**src/rtl/gradient_noise_3d_octaves_unit_macros.svh**
```systemverilog
// Assertion macros shared by the noise unit RTL.
`ifndef GRADIENT_NOISE_3D_OCTAVES_UNIT_MACROS_SVH
`define GRADIENT_NOISE_3D_OCTAVES_UNIT_MACROS_SVH

// Same-cycle implication, checked outside reset.
`define GN3O_ASSERT_IMP(label, clk, rst_n, ante, cons, msg) \
    label: assert property (@(posedge clk) disable iff (!rst_n) (ante) |-> (cons)) \
        else $error(msg);

// Next-cycle implication, checked outside reset.
`define GN3O_ASSERT_NXT(label, clk, rst_n, ante, cons, msg) \
    label: assert property (@(posedge clk) disable iff (!rst_n) (ante) |=> (cons)) \
        else $error(msg);

`endif

```
**src/rtl/gn3o_ram.sv**
```systemverilog
// Generic single-write, single-read RAM with registered read data.
`timescale 1ns / 1ps

module gn3o_ram #(
    parameter int WIDTH = 8,
    parameter int DEPTH = 256
) (
    input  logic                     clk,
    input  logic                     we,
    input  logic [$clog2(DEPTH)-1:0] waddr,
    input  logic [WIDTH-1:0]         wdata,
    input  logic                     re,
    input  logic [$clog2(DEPTH)-1:0] raddr,
    output logic [WIDTH-1:0]         rdata
);

    logic [WIDTH-1:0] mem [DEPTH];
    logic [WIDTH-1:0] rdata_reg;

    always_ff @(posedge clk)
    begin
        if (we)
        begin
            mem[waddr] <= wdata;
        end
        if (re)
        begin
            rdata_reg <= mem[raddr];
        end
    end

    assign rdata = rdata_reg;

endmodule

```
**config.mk**
```make
export PLATFORM = sky130hd
export DESIGN_NAME = gn3o_ram
export DESIGN_NICKNAME = d
export VERILOG_FILES = /design/src/rtl/gradient_noise_3d_octaves_unit_macros.svh /design/src/rtl/gn3o_ram.sv
export SDC_FILE = /design/constraint.sdc
export NUM_CORES = 2
export LEC_CHECK = 0
export ABC_AREA = 1
export ABC_CLOCK_PERIOD_IN_PS = 1810
export BUFFER_PORTS_ARGS = -buffer_cell sky130_fd_sc_hd__clkbuf_2
export CAP_MARGIN = 30
export CORE_MARGIN = 3
export CORE_UTILIZATION = 30
export CTS_CLUSTER_SIZE = 40
export DETAILED_ROUTE_END_ITERATION = 7
export PLACE_DENSITY_LB_ADDON = 0.1
export SYNTH_ARGS = -nofsm -noshare
export SYNTH_HDL_FRONTEND = slang
export SYNTH_SLANG_ARGS = --single-unit
```
**constraint.sdc**
```tcl
create_clock -name clk -period 1.81 [get_ports clk]
set_input_delay 0.362 -clock clk [delete_from_list [all_inputs] [get_ports clk]]
set_output_delay 0.362 -clock clk [all_outputs]
set_load 0.02 [all_outputs]
```
Yosys cells after proc, flatten, opt, wreduce, memory -nomap -nowiden
Memory sizes are Yosys's and may differ from the RTL's. A register that Yosys moved wholly into a read port is not among the register bits.
Index checks and enable logic that the tools add are counted.
- memory bits (writable): 2048
- memory bits (read-only): 0
- latch bits: 0
- memories: 1
- output and inout port bits: 8
- register bits: 0
- memories (memory ; depth ; bits a word ; rd ports ; clocked after memory_dff ; write ports ; RTL line ; source):
    mem ; 256 ; 8 ; 1 ; 1 ; 1 ; gn3o_ram.sv:17 ; logic [WIDTH-1:0] mem [DEPTH];
- order comparisons: 0
- multiply operators: 0
- reductions and logical operators: 0
- divide/modulo/power cells: 0
- equality and inequality tests: 0
- add/subtract/negate cells: 0
- mux-type cells: 2
- bitwise logic cells: 0
- shift-type cells: 0
- operator list (kind ; number):
    $mux W1 ; 2

Logic depth before layout (Yosys ltp)
- depth after elaboration: 2
- gate-level depth with buffers: 15
- gate-level depth less buffers: 11

Worst setup path after synthesis
No wires, ideal clock.
- kind: input port to flip-flop
- from: in we
- to: mem mem[162][0] (enable)
- data arrival time: 1483 ps
- cell stages on the path: 4
- path buffers: 2
- setup time: 370 ps
- slack: -43 ps
- path through: clkbuf_1 > nand3_1 > clkbuf_1 > nor2_1
- word-level cells in the longest chain between the ends: 2
- RTL lines (what ; RTL line ; source):
    start, declared ; gn3o_ram.sv:9 ; input logic we,
    $mux W1 ; gn3o_ram.sv:22 ; if (we)
    $mux W1 (not written as such) ; gn3o_ram.sv:24 ; mem[waddr] <= wdata;
    end, declared ; gn3o_ram.sv:17 ;
Every way passes these cells.

==> impl_metrics.ini <==
[layout]
drive_above_1_share = 0.1874
final-seq-area_um2 = 61740
multi_input_area_um2 = 20580
areaGrowthSynthToFinish_pct = 24.71
final_nets = 7708
nFillCells = 26882
largest_reg_flops = 2048
instances_no_fill = 11565

[worst_setup_path]
rrSetupSlack_ns = -0.11
end_kind = flip-flop
cpMostUsedCell = nand3_1
crit_family = simple AND/OR/NAND/NOR gates
critPathMaxStageDelay_ns = 0.36
path_buf_inv = 0
cp.arrival_ns = 2.51
cp-start-kind = flip-flop
worstPathCellList = nand2_1 -> nand3_1 -> nand3_1 -> nand3_1 -> nand3_1 -> nand3_1 -> nand3_2 -> nand2_2 -> nand2_4 -> nand2_2
crit_required_ns = 2.40
r2r-end = rdata[1]$_DFFE_PP_
slowest_stage = edfxtp_1
path_max_fanout = 1
reg2reg_depth = 10
r2r_start = mem[119][1]$_DFFE_PP_
crit_type = reg -> reg

[floorplanning]
die_area_um2 = 284600
initial_core_util = 0.3016
num_rows = 193
die_height_um = 533.5
core-area_um2 = 276700
io_pins = 35
dieWidth_um = 533.5

[detailed_routing]
wl_um = 287400
ant_nets = 0
wl_met1_um = 131500
top_layer = met4
drc = 0
drt-wirelength-per-cell_um = 24.85
dr.pass1.iters = 5
drt_iter0_markers = 5138
vias_per_cell = 4.891
vias = 56570
wl_met2_um = 135100
met3WireLength_um = 13040

[clock_tree]
root_buffer = clkbuf_16
worstSkewPairLatency_ns = 0.92
clk_pin_slew_ns = 0.06
cts.htree.levels = 4
cts-buffers-inserted = 233
cts_buffer_depth = 4
cts.sinks = 2056
cts_tree = done

[grt]
grt_pass1_wl_um = 411600
grt_overflow = 0
grt_max_degree = 78
grtUsageTotal = 0.1972
antenna_found_initial = 16
first_global_vias = 56105

[synthesis]
synth-seq-area-share = 0.7396
synth_area_um2 = 83480
ys_warn_count = 0
ys_types = 13
ys_seq_elements = 2056
syn_nets = 7030
postSynthCellCount = 7003
avgSynthCellArea_um2 = 11.92

[run_status]
status = complete, but fails checks
violations = setup timing

[sta]
fin_ws_ns = -0.1098
finalWorstPathRequiredPeriod_ns = 1.920
max_freq_mhz = 520.9
rsz0062_at_grt = yes
hold_violations = 0
period_share = 1.061
slew_headroom = 0.2865
slew_violations = 0
setup_viol = 5
skew_ns = 0.07352
worst_slew_pin_slew_ns = 1.070

[place]
port_buffers = 34
routabilityCongestion = 0.8512
place_inst = 11141
hpwl_um = 187000

[power_and_ir_drop]
p_per_area_nw_per_um2 = 1014
leakage_nw = 37.32
total_power_w = 0.1056
ir_drop_v = 0.0007443

[flow_run]
drv_cap = 0

[hold_path]
worst_hold_path_type = in -> reg
min_path_cells = 1
min_from = re
whs_endpoint = rdata[2]$_DFFE_PP_
[cells by family after synthesis]
kind of cell | synth area share
flops | 0.7396
simple gates | 0.2292
buf+inv | 0.03116
[Yosys cell counts]
library cell / n / area share
buf_1: 40 / 0.0018
buf_2: 268 / 0.016
buf_4: 46 / 0.0041
buf_6: 16 / 0.0022
buf_8: 1 / 0.00018
clkbuf_1: 112 / 0.0050
edfxtp_1: 2056 / 0.74
inv_1: 36 / 0.0016
inv_2: 2 / 0.000090
inv_4: 1 / 0.000075
nand2_1: 2123 / 0.095
nand3_1: 2019 / 0.12
nor2_1: 283 / 0.013
[power by group]
| part | internal (W) | switching [W] |
|---|---|---|
| registers | 0.0525 | 0.0000396 |
| logic | 0.00265 | 0.00556 |
| clock network | 0.0257 | 0.0191 |
| total | 0.0809 | 0.0247 |
[worst max-delay path by stage]
stage / startpoint / to / slack, ns / depth (start not counted)
after floorplan: we / mem[162][0]$_DFFE_PP_ / -0.04 / 4
after global placement: raddr[1] / rdata[1]$_DFFE_PP_ / -1.47 / 14
after detailed placement: raddr[1] / rdata[1]$_DFFE_PP_ / -1.47 / 14
after CTS: rdata[0]$_DFFE_PP_ / rdata[0] / -0.21 / 1
after global routing: rdata[0]$_DFFE_PP_ / rdata[0] / -0.15 / 1
final: mem[119][1]$_DFFE_PP_ / rdata[1]$_DFFE_PP_ / -0.11 / 10
[cells in the final DEF, fill, tap and decap left out, drive strengths merged, types with 5 or more instances in the layout]
| cell | instances |
|---|---|
| buf | 900 |
| bufinv | 15 |
| clkbuf | 297 |
| clkinv | 107 |
| clkinvlp | 5 |
| dlygate4sd3 | 8 |
| edfxtp | 2056 |
| inv | 42 |
| nand2 | 2123 |
| nand3 | 2019 |
| nor2 | 283 |
[final cells by class]
class / count / share of cell area
flip-flops and latches: 2056 / 0.5931
diodes: 4 / 0.00009615
multi-input cells: 4425 / 0.1977
repair buffers: 925 / 0.09446
clock buffers: 281 / 0.05815
repair inverters: 1 / 0.0001082
clock inverters: 129 / 0.01004
well taps: 3705 / 0.04453
inverters: 39 / 0.001851
[routing by layer]
| metal | vias up | GRT usage |
|---|---|---|
| met5 | - | 0 |
| li1 | 26278 | - |
| met2 | 1375 | 0.3195 |
| met3 | 362 | 0.02228 |
| met1 | 28555 | 0.2800 |
| met4 | 0 | 0.05452 |
[what timing repair did]
item / CTS / global route
gates cloned: 1 / 2
pin swaps: 12 / 32
resized for setup: 135 / 171
endpoints found under the setup margin: 16 / 14
setup buffers: 0 / 3
hold endpoints to repair: 267 / 0
hold buffers: 8 / 0
[through the flow]
stage	setup TNS [ns]	util	instance area (um2)	worst slack, ns	hold slack [ns]
global placement	-231.57	0.3444	95320	-1.470	0.7239
CTS	-1.203	0.3728	103200	-0.2109	0.04201
global route	-0.6950	0.3762	104100	-0.1524	0.05649
finish	-0.3081	0.3762	104100	-0.1098	0.1262
floorplan	-8.607	-	83480	-0.04347	0.4609
detailed placement	-235.61	0.3444	95320	-1.475	0.7214
(Power assumes the default switching activity.)
