===== config.mk =====
export PLATFORM = sky130hd
export DESIGN_NAME = gn3o_mul
export DESIGN_NICKNAME = d
export VERILOG_FILES = /design/src/rtl/gradient_noise_3d_octaves_unit_macros.svh /design/src/rtl/gn3o_pkg.sv /design/src/rtl/gn3o_mul.sv
export SDC_FILE = /design/constraint.sdc
export NUM_CORES = 2
export LEC_CHECK = 0
export BUFFER_PORTS_ARGS = -buffer_cell sky130_fd_sc_hd__buf_2
export CORE_UTILIZATION = 45
export DETAILED_ROUTE_END_ITERATION = 7
export GPL_ROUTABILITY_DRIVEN = 0
export GPL_TIMING_DRIVEN = 0
export PLACE_DENSITY = 0.73
export SYNTH_ARGS = -nofsm -noshare
export SYNTH_HDL_FRONTEND = slang
export SYNTH_SLANG_ARGS = --single-unit

===== constraint.sdc =====
create_clock -name clk -period 18.1 [get_ports clk]
set_input_delay 1.81 -clock clk [delete_from_list [all_inputs] [get_ports clk]]
set_output_delay 1.81 -clock clk [all_outputs]
set_load 0.02 [all_outputs]

===== src/rtl/gradient_noise_3d_octaves_unit_macros.svh =====
// Assertion macros shared by the noise unit RTL.
`ifndef GRADIENT_NOISE_3D_OCTAVES_UNIT_MACROS_SVH
`define GRADIENT_NOISE_3D_OCTAVES_UNIT_MACROS_SVH

// Same-cycle implication, checked outside reset.
`define GN3O_ASSERT_IMP(label, clk, rst_n, ante, cons, msg) \
    label: assert property (@(posedge clk) disable iff (!rst_n) (ante) |-> (cons)) \
        else $error(msg);

// Next-cycle implication, checked outside reset.
`define GN3O_ASSERT_NXT(label, clk, rst_n, ante, cons, msg) \
    label: assert property (@(posedge clk) disable iff (!rst_n) (ante) |=> (cons)) \
        else $error(msg);

`endif


===== src/rtl/gn3o_pkg.sv =====
// Shared constants and types of the gradient noise unit.
`timescale 1ns / 1ps

package gn3o_pkg;

    localparam int FRAC    = 16;
    localparam int TAB_AW  = 8;
    localparam int TAB_DEPTH = 256;
    localparam int MAX_OCT = 16;
    localparam int OCT_W   = 4;
    localparam int COORD_W = 32;
    localparam int OP_W    = 24;
    localparam int PROD_W  = 2 * OP_W;
    localparam int ACC_W   = 48;
    localparam int AMP_W   = FRAC + 1;
    localparam int ASUM_W  = AMP_W + OCT_W;
    localparam int OUT_W   = 18;
    localparam int CFG_W   = 16;
    localparam int CFG_IW  = 1;

    localparam logic [1:0] ACT_LOAD  = 2'd0;
    localparam logic [1:0] ACT_EVAL3 = 2'd1;
    localparam logic [1:0] ACT_OCT   = 2'd2;

    localparam logic [CFG_IW-1:0] REG_OCTAVES = 1'b0;
    localparam logic [CFG_IW-1:0] REG_PERSIST = 1'b1;

    localparam logic signed [OP_W-1:0] ONE_FX     = OP_W'(1 << FRAC);
    localparam logic signed [OP_W-1:0] TEN_FX     = OP_W'(10 << FRAC);
    localparam logic signed [OP_W-1:0] FIFTEEN_FX = OP_W'(15 << FRAC);
    localparam logic [AMP_W-1:0]       AMP_ONE    = AMP_W'(1 << FRAC);

    localparam logic signed [ACC_W-1:0] SAT_HI = ACC_W'((2 ** (OUT_W - 1)) - 1);
    localparam logic signed [ACC_W-1:0] SAT_LO = -SAT_HI - ACC_W'(1);

    typedef logic signed [OP_W-1:0] op_t;

endpackage


===== src/rtl/gn3o_mul.sv =====
// Shared signed multiplier with a registered product.
`timescale 1ns / 1ps

module gn3o_mul (
    input  logic                                clk,
    input  logic                                en,
    input  logic signed [gn3o_pkg::OP_W-1:0]    a,
    input  logic signed [gn3o_pkg::OP_W-1:0]    b,
    output logic signed [gn3o_pkg::PROD_W-1:0]  p
);

    logic signed [gn3o_pkg::PROD_W-1:0] p_reg;

    always_ff @(posedge clk)
    begin
        if (en)
        begin
            p_reg <= a * b;
        end
    end

    assign p = p_reg;

endmodule


## Word-level counts from Yosys, hierarchy flattened

Index checks and enable logic that the tools add are counted.

| cells by class | value |
|---|---|
| $mul | 1 |

Operators with widths:

| cell | number |
|---|---|
| multiplier 24 x 24 -> 48 bit | 1 |

| storage, ports and cells | value |
|---|---|
| bits in registers | 48 |
| logic and storage cells | 2 |
| input port bits | 50 |
| output and inout port bits | 48 |

## Logic depth before layout (Yosys ltp)

| logic depth | value |
|---|---|
| depth in word-level cells | 1 |
| mapped depth | 27 |

## Worst setup path after synthesis

No wires, ideal clock.

| timing path | value |
|---|---|
| path kind | input port to flip-flop |
| start | input port a[23] (netlist name) |
| end | register p_reg, in the netlist p[46] (data pin) |
| data required time | 17.842 ns |
| cell stages on the path | 22 |
| setup time | 0.258 ns |
| slack | 9.627 ns |
| data arrival time | 8.215 ns |
| path through | clkbuf_1 nand2_1 inv_1 fa_1 fa_1 inv_1 fa_1 inv_1 fa_1 fa_1 fa_1 fa_1 ha_1 a211oi_1 nand2b_1 a2111oi_0 o2111ai_1 nand2_1 o311ai_2 a211o_1 a21oi_1 xnor2_1 |

| between the ends | value |
|---|---|
| cells in the longest elaborated chain, start to end | 1 |

Ends and longest elaborated chain:

| what | RTL line | RTL |
|---|---|---|
| start: declaration | gn3o_mul.sv:7 | `input logic signed [gn3o_pkg::OP_W-1:0] a,` |
| multiplier 24 x 24 -> 48 bit | gn3o_mul.sv:18 | `p_reg <= a * b;` |
| end signal: assignment | gn3o_mul.sv:18 |  |
| end: declaration | gn3o_mul.sv:12 | `logic signed [gn3o_pkg::PROD_W-1:0] p_reg;` |

No other way between the ends.
A chain may end at the register's enable or synchronous reset.

## Worst setup path after layout

| timing path | value |
|---|---|
| start | input port b[0] (netlist name) |
| end | register p_reg, in the netlist p[46] (data pin) |

| between the ends | value |
|---|---|
| cells in the longest elaborated chain, start to end | 1 |

Ends and longest elaborated chain:

| what | RTL line | RTL |
|---|---|---|
| start: declaration | gn3o_mul.sv:8 | `input logic signed [gn3o_pkg::OP_W-1:0] b,` |
| multiplier 24 x 24 -> 48 bit | gn3o_mul.sv:18 |  |

No other way between the ends.

==> results.toml <==
[cells_and_area]
layout-drive-gt1-share_pct = 5.15
areaGrowthSynthToFinish_pct = 6.65
nets = 3216
register_area_um2 = 1440
stdcell_count = 3093
largest_reg_flops = 48
final_util_pct = 48.8
multi_input_area_um2 = 18500
fillers = 4519

[floorplan]
fp.dieW_um = 226
die_area_um2 = 50900
core_um2 = 49200
num_rows = 81
io_pins = 98
start_util_pct = 45.8
die_y_um = 226

[clock_network]
post_cts_buffers = 0
hold_buffers = 0
cts.repair.resized = 0
clockRootBuffer = "clkbuf_16"
htreeDepth = 2
clkTransAtPathRegs_ns = 0.08
tritoncts = "done"
clkSinkCount = 48
cts_buffers = 5
clockBufferDepth = 2

[sta]
worstMarginPinSlew_ns = 1.17
hold_viol = 0
hold_ws_ns = 1.98
relSlewSlack_pct = 19.6
setup_tns_ns = 0
min_period_ns = 10.95
post-route-period-util_pct = 60.5
rsz0062_at_grt = "no"
slew_violations = 0
finalSetupViolCount = 0
max_freq_mhz = 91.3

[critical_path]
cp.arrival_ns = 11.04
startpoint = "b[0]"
crit_path_end_kind = "flop"
worstSetupPathType = "input pin to flop"
endpoint = "p[46]"
cp_max_fo = 11
cp.required_ns = 18.19
start_kind = "input pin"

[grt]
antenna_found_initial = 8
grt_max_degree = 49
overflow = 0
grt_pass1_vias = 18300
grt_usage_pct = 27.3
grt_pass1_wl_mm = 103

[yosys]
seq_area_frac_synth_pct = 6.41
synthArstFlopShare_pct = 0
synth_edf_count = 48
synth_nets = 3112
yosys_most_used_dff = "edfxtp_1"
ys_warn_count = 0
ys_ff_latch = 48
syn_area_um2 = 22500
avgSynthCellArea_um2 = 9.69
syn-instance-count = 2321
synth.distinct_cells = 54

[detailed_routing]
vias = 16500
ant_nets = 0
wirelength_mm = 64.8
drt-vias-per-instance = 5.33
drtIter0Drc = 1377
dr.pass1.iters = 5
drcViolationCount = 0
post_drt_wl_per_cell_um = 21.0

[placement]
dpl.cell_count = 3082
hpwl_mm = 55.0
port_buffers = 97

[flow_run]
max_cap_violations = 0

[status]
outcome = "complete, no violations"

[hold_path]
hp-class = "input pin to flop"
-- how the worst min path moves through the flow --
stage               cells after the start  startpoint  slack [ns]   end
floorplan                               0          en        1.92  p[0]
global placement                        1        p[1]        2.25  p[1]
detailed placement                      1        p[0]        2.25  p[0]
CTS                                     2        a[0]        1.94  p[0]
global route                            2        a[0]        1.94  p[0]
finish                                  2        a[0]        1.98  p[0]
-- cell families after synthesis --
kind of cell,count (synthesis),synth area share (%)
AOI/OAI and AO/OA,127,3.95
xor gates and xnor gates,54,2.10
adders and majority gates,741,61.5
buffers and inverters,690,11.6
DFF,48,6.41
and+or+nand+nor,661,14.5
-- area by class of cell --
cell class	instances	share of cell area [%]
clock buffers	5	0.521
multi-input cells	1583	76.9
flip-flops and latches	48	6.01
diodes	3	0.0313
well taps	664	3.46
clock inverters	3	0.193
plain buffers	99	1.59
repair buffers	97	2.02
inverters	591	9.25
-- worst max-delay path, cell delays in order --
cell       delay, ns
buf_2           0.21
clkbuf_1        0.62
nand2_1         0.20
inv_1           0.18
fa_1            0.55
fa_1            0.78
inv_1           0.26
fa_1            0.63
inv_1           0.39
fa_1            0.52
fa_1            0.58
fa_1            0.45
fa_1            0.46
ha_1            0.27
a211oi_1        0.40
nand2b_1        0.10
a2111oi_0       1.02
o2111ai_1       0.41
nand2_1         0.29
o311ai_2        0.25
a211o_1         0.37
a21oi_1         0.18
xnor2_1         0.08
-- metrics by stage --
stage | cell area [um2] | setup WS, ns
2_1_floorplan | 22500 | 9.63
3_3_place_gp | 23800 | 7.03
3_5_place_dp | 23800 | 6.98
4_1_cts | 24000 | 7.30
5_1_grt | 24000 | 6.91
6_report | 24000 | 7.15
-- layout by cell type, fill, tap and decap left out, types with 3 or more instances in the layout --
cell / count
fa_1: 607
inv_1: 590
nand2_1: 307
and2_1: 274
ha_1: 134
buf_2: 99
clkbuf_1: 95
edfxtp_1: 48
xnor2_1: 43
nor2_1: 39
a21oi_1: 37
o21ai_0: 19
a21o_1: 13
xor2_1: 11
o21bai_1: 10
nand2b_1: 10
nand3_1: 8
a211oi_1: 7
o211ai_1: 5
and3_1: 5
clkbuf_16: 5
o21ai_1: 4
nand4_1: 4
nor3_1: 4
diode_2: 3
a31o_2: 3
o21a_1: 3
-- synthesized netlist by cell type (2+ instances only) --
master | instances | area, um2
nand2_1 | 307 | 1150
inv_1 | 590 | 2210
a211o_1 | 2 | 17.5
nor2b_1 | 2 | 12.5
a211oi_2 | 2 | 25.0
clkbuf_1 | 95 | 357
o21a_1 | 3 | 22.5
and2_1 | 274 | 1710
nor2_1 | 39 | 146
o21bai_1 | 10 | 75.1
o2111ai_1 | 2 | 17.5
and3_1 | 5 | 31.3
nand2b_1 | 10 | 62.6
o21ai_1 | 4 | 20.0
o21ai_0 | 19 | 95.1
a21o_1 | 13 | 97.6
o211ai_1 | 5 | 37.5
a221oi_2 | 2 | 30.0
and4_1 | 2 | 17.5
a311oi_1 | 2 | 17.5
a21bo_2 | 2 | 20.0
xor2_1 | 11 | 96.3
ha_1 | 134 | 1680
nand4_1 | 4 | 25.0
a211oi_1 | 7 | 52.6
a21boi_0 | 2 | 15.0
nand3_1 | 8 | 40.0
buf_2 | 2 | 10.0
a21oi_1 | 37 | 185
nor3_1 | 4 | 20.0
or2_2 | 2 | 12.5
edfxtp_1 | 48 | 1440
fa_1 | 607 | 12200
xnor2_1 | 43 | 377
a31o_2 | 3 | 26.3
-- per-layer routing --
layer / routed length [um] / part of all wire, % / up-vias / track usage, %
li1: - / - / 6912 / -
met1: 23200 / 36 / 8370 / 33.2
met2: 29800 / 46 / 947 / 43.4
met3: 7260 / 11 / 262 / 7.44
met4: 4520 / 7.0 / 10 / 16.2
met5: 88 / 0.14 / - / 0
Power is left out: the tool's default activity adds up to more than one toggle a clock period on the data nets, which glitch-free logic cannot reach.
