$ cat config.mk
export PLATFORM = sky130hd
export DESIGN_NAME = gn3o_div
export DESIGN_NICKNAME = d
export VERILOG_FILES = /design/src/rtl/gradient_noise_3d_octaves_unit_macros.svh /design/src/rtl/gn3o_pkg.sv /design/src/rtl/gn3o_div.sv
export SDC_FILE = /design/constraint.sdc
export NUM_CORES = 1
export LEC_CHECK = 0
export ABC_CLOCK_PERIOD_IN_PS = 4900
export BUFFER_PORTS_ARGS = -buffer_cell sky130_fd_sc_hd__buf_2
export CAP_MARGIN = 30
export CORE_ASPECT_RATIO = 1.25
export CORE_UTILIZATION = 45
export CTS_CLUSTER_DIAMETER = 30
export DETAILED_ROUTE_END_ITERATION = 12
export PLACE_DENSITY = 0.67
export SYNTH_ARGS = -nofsm -noshare
export SYNTH_HDL_FRONTEND = slang
export SYNTH_SLANG_ARGS = --single-unit
$ cat constraint.sdc
create_clock -name clk -period 4.9 [get_ports clk]
set_input_delay 0.98 -clock clk [delete_from_list [all_inputs] [get_ports clk]]
set_output_delay 0.98 -clock clk [all_outputs]
set_load 0.1 [all_outputs]
$ cat src/rtl/gradient_noise_3d_octaves_unit_macros.svh
// Assertion macros shared by the noise unit RTL.
`ifndef GRADIENT_NOISE_3D_OCTAVES_UNIT_MACROS_SVH
`define GRADIENT_NOISE_3D_OCTAVES_UNIT_MACROS_SVH

// Same-cycle implication, checked outside reset.
`define GN3O_ASSERT_IMP(label, clk, rst_n, ante, cons, msg) \
    label: assert property (@(posedge clk) disable iff (!rst_n) (ante) |-> (cons)) \
        else $error(msg);

// Next-cycle implication, checked outside reset.
`define GN3O_ASSERT_NXT(label, clk, rst_n, ante, cons, msg) \
    label: assert property (@(posedge clk) disable iff (!rst_n) (ante) |=> (cons)) \
        else $error(msg);

`endif

$ cat src/rtl/gn3o_pkg.sv
// Shared constants and types of the gradient noise unit.
`timescale 1ns / 1ps

package gn3o_pkg;

    localparam int FRAC    = 16;
    localparam int TAB_AW  = 8;
    localparam int TAB_DEPTH = 256;
    localparam int MAX_OCT = 16;
    localparam int OCT_W   = 4;
    localparam int COORD_W = 32;
    localparam int OP_W    = 24;
    localparam int PROD_W  = 2 * OP_W;
    localparam int ACC_W   = 48;
    localparam int AMP_W   = FRAC + 1;
    localparam int ASUM_W  = AMP_W + OCT_W;
    localparam int OUT_W   = 18;
    localparam int CFG_W   = 16;
    localparam int CFG_IW  = 1;

    localparam logic [1:0] ACT_LOAD  = 2'd0;
    localparam logic [1:0] ACT_EVAL3 = 2'd1;
    localparam logic [1:0] ACT_OCT   = 2'd2;

    localparam logic [CFG_IW-1:0] REG_OCTAVES = 1'b0;
    localparam logic [CFG_IW-1:0] REG_PERSIST = 1'b1;

    localparam logic signed [OP_W-1:0] ONE_FX     = OP_W'(1 << FRAC);
    localparam logic signed [OP_W-1:0] TEN_FX     = OP_W'(10 << FRAC);
    localparam logic signed [OP_W-1:0] FIFTEEN_FX = OP_W'(15 << FRAC);
    localparam logic [AMP_W-1:0]       AMP_ONE    = AMP_W'(1 << FRAC);

    localparam logic signed [ACC_W-1:0] SAT_HI = ACC_W'((2 ** (OUT_W - 1)) - 1);
    localparam logic signed [ACC_W-1:0] SAT_LO = -SAT_HI - ACC_W'(1);

    typedef logic signed [OP_W-1:0] op_t;

endpackage

$ cat src/rtl/gn3o_div.sv
// Restoring divider, one quotient bit per cycle, quotient truncated toward zero.
`timescale 1ns / 1ps

module gn3o_div (
    input  logic                                clk,
    input  logic                                rst_n,
    input  logic                                start,
    input  logic signed [gn3o_pkg::ACC_W-1:0]   dividend,
    input  logic [gn3o_pkg::ASUM_W-1:0]         divisor,
    output logic                                done,
    output logic signed [gn3o_pkg::ACC_W-1:0]   quotient
);

    localparam int CNT_W = $clog2(gn3o_pkg::ACC_W);

    logic                               busy_reg, busy_next;
    logic                               done_reg, done_next;
    logic [CNT_W-1:0]                   cnt_reg, cnt_next;
    logic                               neg_reg, neg_next;
    logic [gn3o_pkg::ASUM_W:0]          rem_reg, rem_next;
    logic [gn3o_pkg::ACC_W-1:0]         q_reg, q_next;
    logic [gn3o_pkg::ASUM_W:0]          rem_sh;
    logic                               fits;

    always_comb
    begin
        busy_next = busy_reg;
        done_next = 1'b0;
        cnt_next  = cnt_reg;
        neg_next  = neg_reg;
        rem_next  = rem_reg;
        q_next    = q_reg;
        rem_sh    = {rem_reg[gn3o_pkg::ASUM_W-1:0], q_reg[gn3o_pkg::ACC_W-1]};
        fits      = (rem_sh >= {1'b0, divisor});
        if (start)
        begin
            busy_next = 1'b1;
            cnt_next  = '0;
            neg_next  = dividend[gn3o_pkg::ACC_W-1];
            rem_next  = '0;
            q_next    = dividend[gn3o_pkg::ACC_W-1] ? -dividend : dividend;
        end
        else if (busy_reg)
        begin
            rem_next = fits ? (rem_sh - {1'b0, divisor}) : rem_sh;
            q_next   = {q_reg[gn3o_pkg::ACC_W-2:0], fits};
            cnt_next = cnt_reg + 1'b1;
            if (cnt_reg == CNT_W'(gn3o_pkg::ACC_W - 1))
            begin
                busy_next = 1'b0;
                done_next = 1'b1;
            end
        end
    end

    always_ff @(posedge clk or negedge rst_n)
    begin
        if (!rst_n)
        begin
            busy_reg <= 1'b0;
            done_reg <= 1'b0;
            cnt_reg  <= '0;
        end
        else
        begin
            busy_reg <= busy_next;
            done_reg <= done_next;
            cnt_reg  <= cnt_next;
        end
    end

    always_ff @(posedge clk)
    begin
        neg_reg <= neg_next;
        rem_reg <= rem_next;
        q_reg   <= q_next;
    end

    assign done     = done_reg;
    assign quotient = neg_reg ? -signed'(q_reg) : signed'(q_reg);

endmodule

# Word-level counts from Yosys, hierarchy flattened
# Index checks and enable logic that the tools add are counted.
# totals
regBits,78
word_cells,26
latch_bits,0
n_memories,0
mem_bits_ro,0
ram_bits,0
input_bits,72
# classes
addsub,4
n_mux,13
n_eq_ne,1
n_mul,0
order_cmp,1
reduce_logical,1
shifts,0
bitwise,0
n_div,0
# ops
op,count
$mux W48,4
$neg A48 Y48,2
$ge A22 B21 Y1,1
$mux W21,1
$sub A21 B21 Y21,1
$mux W6,2
$add A6 B1 Y6 const B,1
$eq A6 B6 Y1 const B,1
$mux W1,6
$reduce_bool A2 Y1,1

# Depth between registers and ports, before layout
# Gate-level depths: netlist of run 1.
# depth
depth_word,4
ltp_mapped,13
ltp_nobuf,11

# Worst setup path after synthesis of run 1
# OpenSTA, ideal clock, no wires.
# synth_timing
kind,register -> output
startpoint,reg q_reg[12] (netlist name)
endpoint,out quotient[38] (netlist name)
n_path_buf,0
t_arrival_ns,3.368
path_stages_with_launch,8
path_slack_ns,0.552
path_cell_list,edfxtp_1 or4_1 nor4_1 nand3_1 nand2b_1 or3_1 o41ai_1 xnor2_1
# synth_via
elab_chain_cells,2
# synth_lines
element,line_no,rtl
start: declaration,gn3o_div.sv:21,"logic [gn3o_pkg::ACC_W-1:0] q_reg, q_next;"
start signal: assignment,gn3o_div.sv:76,q_reg <= q_next;
$neg A48 Y48,gn3o_div.sv:80,assign quotient = neg_reg ? -signed'(q_reg) : signed'(q_reg);
$mux W48,gn3o_div.sv:80,
end: declaration,gn3o_div.sv:11,output logic signed [gn3o_pkg::ACC_W-1:0] quotient
# No other way between the ends.

# Worst setup path in the final report of run 1
# layout_timing
startpoint,reg q_reg[5] (netlist name)
endpoint,out quotient[47] (netlist name)
# Same word-level chain as after synthesis.

==> results of run 1 <==
synthesized netlist by cell type, types with 2 or more instances:
master / instances
a211oi_1: 16
a21o_1: 4
a21oi_1: 54
a32oi_1: 6
buf_1: 3
clkbuf_1: 34
dfrtp_1: 8
dfxtp_1: 21
edfxtp_1: 49
ha_1: 24
inv_1: 32
mux2_2: 18
mux2i_1: 15
nand2_1: 56
nand2b_1: 9
nand3_1: 9
nand3b_1: 2
nand4_1: 7
nand4b_1: 2
nor2_1: 67
nor2b_1: 2
nor3_1: 9
nor3b_1: 3
nor4_1: 9
o211ai_1: 5
o21a_1: 4
o21ai_0: 50
o21ai_1: 2
o31ai_1: 32
o41ai_1: 14
or2_2: 3
or3_1: 15
or4_1: 14
or4_4: 3
xnor2_1: 65
xor2_1: 48
what timing repair did:
action,4_1_cts,5_1_grt
setup endpoints to repair,0,2
hold buffers,0,0
gates resized for setup,0,3
worst max path at each step:
| stage | to | slack (ns) |
|---|---|---|
| after floorplan | quotient[38] | 0.55 |
| after global placement | quotient[38] | 0.69 |
| after detailed placement | quotient[38] | 0.56 |
| after CTS | quotient[38] | 0.18 |
| after global routing | quotient[45] | 0.02 |
| final | quotient[47] | 0.28 |
power by group through the flow:
stage / Sequential [mW] / Clock [mW] / Combinational (mW)
2_1_floorplan: 0.869 / 0 / 1.12
3_3_place_gp: 0.898 / 0 / 1.33
3_5_place_dp: 0.904 / 0 / 1.34
4_1_cts: 0.891 / 0.638 / 1.35
5_1_grt: 0.906 / 0.662 / 1.43
6_report: 0.893 / 0.624 / 1.35
per-layer routing:
metal | GRT usage | share of wire | vias up
li1 | - | - | 2892
met4 | 0.0698 | 0.013 | 2
met2 | 0.424 | 0.51 | 177
met1 | 0.282 | 0.42 | 2726
met3 | 0.0405 | 0.056 | 20
met5 | 0 | 0.00082 | -
through the flow:
stage | instances | instance area, µm² | util | power [mW]
after floorplan | 732 | 6360 | - | 1.99
after global placement | 998 | 7110 | 0.514 | 2.23
after detailed placement | 998 | 7110 | 0.514 | 2.25
after CTS | 1014 | 7380 | 0.535 | 2.88
after global routing | 1014 | 7390 | 0.535 | 2.99
final | 1014 | 7390 | 0.535 | 2.87
final cells by class:
| class | instances | area, µm² |
|---|---|---|
| fillers | 1296 | 6420 |
| multi-input cells | 583 | 4010 |
| flip-flops and latches | 78 | 2090 |
| repair buffers | 130 | 681 |
| clock buffers | 13 | 260 |
| well taps | 175 | 219 |
| inverters | 32 | 120 |
| clock inverters | 3 | 17.5 |
logic make-up (layout without fill, tap and decap cells):
logic type | after synthesis | in the layout | synth area share
AOI/OAI and AO/OA | 198 | 198 | 0.200
xor gates and xnor gates | 113 | 113 | 0.156
adders and majority gates | 25 | 25 | 0.0504
buffers and inverters | 71 | 178 | 0.0427
DFF | 78 | 78 | 0.329
muxes | 33 | 33 | 0.0555
and+or+nand+nor | 214 | 214 | 0.167
==> results.txt, run 1 <==
Detailed-route via count - 5,817
Crit path required time - 3.92 ns
Synth top area share - 0.231
Clock Sinks - 78
Critical path's largest stage delay - 0.52 ns
Comb power frac - 0.470
Setup TNS - 0 ns
Synthesized flop and latch total - 78
H-tree Lvls - 3
Area of the core - 0.0138 mm²
# diodes - 0
Peak Freq - 216 MHz
Measured slew at the worst slew-check pin - 0.962 ns
Mapped Nets - 829
WL per Instance - 16.8 µm
FF-to-FF Start - q_reg[47]$_DFFE_PP_
Max clock buf depth - 2
Setup bufs post-CTS - 0
Nets - 931
Initial DRC Count - 282
Crit path buffers/inverters - 1
Vias in the first global route - 5,491
CP delay by family, top - simple AND/OR/NAND/NOR gates
Crit path depth - 8
Reg power frac - 0.312
Critical Path, Cell by Cell - or3_1 -> or3_1 -> nor2_1 -> nand4_1 -> or3_1 -> o31ai_1 -> xnor2_1 -> buf_2
Dpl hpwl - 13,300 µm
Pre-Repair DR Iteration Count - 5
I/O Pins - 121
Critical path's most frequent cell - or3_1
Max FFs per register - 48
Commonest non-fill, non-tap cell in the layout - buf_2
CP Max Fanout - 7
Final min period - 4.62 ns
Crit start category - flip-flop
Crit path DAT - 3.64 ns
CP Class - flip-flop to primary output
Die ar. - 0.0146 mm²
Final clock skew - 0.00649 ns
RSZ-0062 raised after global routing - false
Min Hold Slack - 0.476 ns
Floorplan row count - 48
Final setup viols - 0
Synthesized area - 0.00636 mm²
Number of flops mapped to enable cells by yosys - 49
Average cell area after synthesis - 8.69 µm²
P&R area growth vs syn - 16.3%
PortBufs - 120
Net Sw Frac - 0.474
First-pass GRT wire length - 26,800 µm
Initial antenna violation count - 1
Worst Slack Setup Final - 0.278 ns
Pins over their slew limit - 0
Sequential cell area fraction in the yosys report - 0.329
Remaining global-route overflow - 0
DRC viols - 0
Peak VDD IR - 215 µV
Status - completed
Max-cap violations - 0
Internal Pwr Total - 1.51 mW
Crit. End Element - primary output
Setup slack, reg-to-reg - 1.51 ns
ANT nets after route - 0
CTS tree - yes
Vias/cell - 5.74
Fraction of registers with async set/reset - 0.103
Worst-path clk slew - 0.06 ns
CTS Buf Count - 9
GR Util All Layers - 0.235
P_sw - 1.36 mW
R2r endpoint - rem_reg[14]$_SDFFE_PP0P_
Launch point of the worst path - q_reg[5]$_DFFE_PP_
Top FF cell, synth - edfxtp_1
Critical Path Slowest Stage Cell - or3_1
Synth area leaders - edfxtp_1 23%, xnor2_1 9.0%, dfxtp_1 6.6%
Worst-skew pair later-pin latency - 0.34 ns
Die Y-Extent - 135 µm
Leak - 2.98 nW
Clock share of power - 0.218
Final GP Congestion - 0.924
Yosys warns - 0
Post-Route WL - 17,000 µm
Starting Density - 0.460
Setup slack at placement - 0.555 ns
Tcrit/Tclk final - 0.943
Synth Instances - 732
Largest area contributor in the netlist - edfxtp_1
Most frequent cells in the layout - 118 x buf_2, 67 x nor2_1, 65 x xnor2_1
Root buffer cell - clkbuf_16
Slew HR - 0.359
Hold Crit Class - primary input to async pin
Power Density - 387 mW/mm²
FF-to-FF path depth - 12
Fin. Hold Viols - 0
Die X - 108 µm
Share of layout cells above drive strength 1 - 0.205
Largest net degree at the start of global routing - 46
Yosys cell types - 54
No activity file was read; power rests on OpenSTA's default activity.
==> inputs of run 2 (changes only) <==
RECOVER_POWER = 25   (was not set)
==> run 2 against run 1 <==
The flow now finishes with violations (max-capacitance violations, max-slew violations). Utilization decreased by 0.10 points. Critical path depth unchanged. Worst hold slack improved by 0.026 ns. Non-clock buffer count unchanged. Setup slack lost 0.024 ns. Largest cell class unchanged. Largest power group unchanged.
==> results.txt, run 2 (synthesis results as in run 1) <==
Final min period - 4.65 ns (was 4.62 ns)
Dpl hpwl - 13,300 µm (unchanged)
Critical path's largest stage delay - 0.56 ns (was 0.52 ns)
Setup slack, reg-to-reg - 1.43 ns (was 1.51 ns)
Slew HR - -0.307 (was 0.359)
Most frequent cells in the layout - 113 x buf_2, 67 x nor2_1, 65 x xnor2_1 (was 118 x buf_2, 67 x nor2_1, 65 x xnor2_1)
Peak VDD IR - 214 µV (was 215 µV)
Nets - 931 (unchanged)
CTS Buf Count - 9 (unchanged)
Cts repair resizes - 0 (unchanged)
I/O Pins - 121 (unchanged)
Floorplan row count - 48 (unchanged)
Worst Min Path Start - rem_reg[2]$_SDFFE_PP0P_
Final clock skew - 0.00845 ns (was 0.00649 ns)
PortBufs - 120 (unchanged)
Hold endpoint - rem_reg[2]$_SDFFE_PP0P_
First-pass GRT wire length - 26,800 µm (unchanged)
Pre-Repair DR Iteration Count - 5 (unchanged)
Setup bufs post-CTS - 0 (unchanged)
Crit. End Element - primary output (unchanged)
Share of layout cells above drive strength 1 - 0.197 (was 0.205)
Vias in the first global route - 5,491 (unchanged)
Initial antenna violation count - 1 (unchanged)
Worst-skew pair later-pin latency - 0.34 ns (about the same)
Hold Crit Class - flip-flop to flip-flop (was primary input to async pin)
Max FFs per register - 48 (unchanged)
Status - finished with violations (was completed)
Fin. Hold Viols - 0 (unchanged)
Measured slew at the worst slew-check pin - 1.96 ns (was 0.962 ns)
Critical Path, Cell by Cell - or4_1 -> or3_1 -> nor3_1 -> nand4_1 -> or3_1 -> o31ai_1 -> xnor2_1 -> buf_2 (was or3_1 -> or3_1 -> nor2_1 -> nand4_1 -> or3_1 -> o31ai_1 -> xnor2_1 -> buf_2)
Setup TNS - 0 ns (unchanged)
GR Util All Layers - 0.235 (unchanged)
CTS tree - yes (unchanged)
Peak Freq - 215 MHz (was 216 MHz)
CP Max Fanout - 7 (unchanged)
FF-to-FF Start - q_reg[47]$_DFFE_PP_ (unchanged)
Pwr Total - 2.87 mW (about the same)
R2r endpoint - rem_reg[14]$_SDFFE_PP0P_ (unchanged)
Detailed-route via count - 5,819 (was 5,817)
Die X - 108 µm (unchanged)
P&R area growth vs syn - 16.1% (was 16.3%)
CP delay by family, top - simple AND/OR/NAND/NOR gates (unchanged)
Tcrit/Tclk final - 0.948 (was 0.943)
Area of the core - 0.0138 mm² (unchanged)
Clock Sinks - 78 (unchanged)
Final setup viols - 0 (unchanged)
H-tree Lvls - 3 (unchanged)
FF-to-FF path depth - 12 (unchanged)
Largest net degree at the start of global routing - 46 (unchanged)
# diodes - 0 (unchanged)
Die ar. - 0.0146 mm² (unchanged)
RSZ-0062 raised after global routing - false (unchanged)
Final GP Congestion - 0.924 (unchanged)
Worst Hold Path Cells - 2
Crit start category - flip-flop (unchanged)
Worst-path clk slew - 0.06 ns (about the same)
Max clock buf depth - 2 (unchanged)
Failing checks - max-capacitance violations, max-slew violations
WL per Instance - 16.8 µm (about the same)
Vias/cell - 5.74 (about the same)
Post-Route WL - 17,000 µm (about the same)
Critical path's most frequent cell - or3_1 (unchanged)
ANT nets after route - 0 (unchanged)
CP Class - flip-flop to primary output (unchanged)
Power Density - 389 mW/mm² (was 387 mW/mm²)
Commonest non-fill, non-tap cell in the layout - buf_2 (unchanged)
Starting Density - 0.460 (unchanged)
Hold buffer count at CTS - 0 (unchanged)
Fillers - 1,301 (was 1,296)
Initial DRC Count - 287 (was 282)
Pins over their slew limit - 91 (was 0)
Crit path DAT - 3.67 ns (was 3.64 ns)
Root buffer cell - clkbuf_16 (unchanged)
Leak - 2.96 nW (was 2.98 nW)
Critical Path Slowest Stage Cell - or4_1 (was or3_1)
Die Y-Extent - 135 µm (unchanged)
Crit path buffers/inverters - 1 (unchanged)
Final Util - 0.534 (was 0.535)
DRC viols - 0 (unchanged)
Remaining global-route overflow - 0 (unchanged)
Max-cap violations - 2 (was 0)
Crit path required time - 3.92 ns (about the same)
## run 2: worst register-to-register path, stage by stage (launching register included)
cell      delay [ns]
edfxtp_1        0.42
inv_1           0.12
ha_1            0.17
inv_1           0.05
fa_1            0.41
a211oi_1        0.35
o21ai_0         0.29
a41oi_1         0.35
nand3b_1        0.12
a21oi_2         0.38
buf_4           0.29
mux2i_1         0.21
a211oi_1        0.09
## run 2: worst max-delay path by stage
stage | start | to | slack, ns | depth (start not counted)
final | q_reg[20]$_DFFE_PP_ | quotient[47] | 0.25 | 8
after global routing | q_reg[20]$_DFFE_PP_ | quotient[45] | 0.02 | 8
after CTS | q_reg[4]$_DFFE_PP_ | quotient[38] | 0.18 | 8
after detailed placement | q_reg[5]$_DFFE_PP_ | quotient[38] | 0.56 | 8
after global placement | q_reg[13]$_DFFE_PP_ | quotient[38] | 0.69 | 9
after floorplan | q_reg[12]$_DFFE_PP_ | quotient[38] | 0.55 | 7
## run 2: cell type report
class                   instances  area [µm²]  area share
multi-input cells             583        4010       0.543
flip-flops and latches         78        2090       0.283
repair buffers                130         667      0.0904
clock buffers                  13         260      0.0353
well taps                     175         219      0.0297
inverters                      32         120      0.0163
clock inverters                 3        17.5     0.00237
## run 2: stage by stage
step / hold slack, ns / std cells / setup slack, ns / instance area (µm²)
after floorplan: 0.451 / 732 / 0.552 / 6360
after global placement: 0.490 / 998 / 0.688 / 7110
after detailed placement: 0.502 / 998 / 0.555 / 7110
after CTS: 0.474 / 1014 / 0.176 / 7380
after global routing: 0.539 / 1014 / 0.0181 / 7380
final: 0.502 / 1014 / 0.254 / 7380
## run 2: power breakdown
group          internal (mW)  total (mW)  switching [mW]
Combinational          0.341        1.35            1.01
Clock                  0.371       0.625           0.254
Sequential             0.794       0.893          0.0990
Total                   1.51        2.87            1.36
## run 2: metal layers
layer / vias to the layer above / wire length (µm) / GRT usage
li1: 2893 / - / -
met1: 2742 / 7180 / 0.282
met2: 163 / 8730 / 0.424
met3: 19 / 910 / 0.0405
met4: 2 / 199 / 0.0698
met5: - / 14 / 0
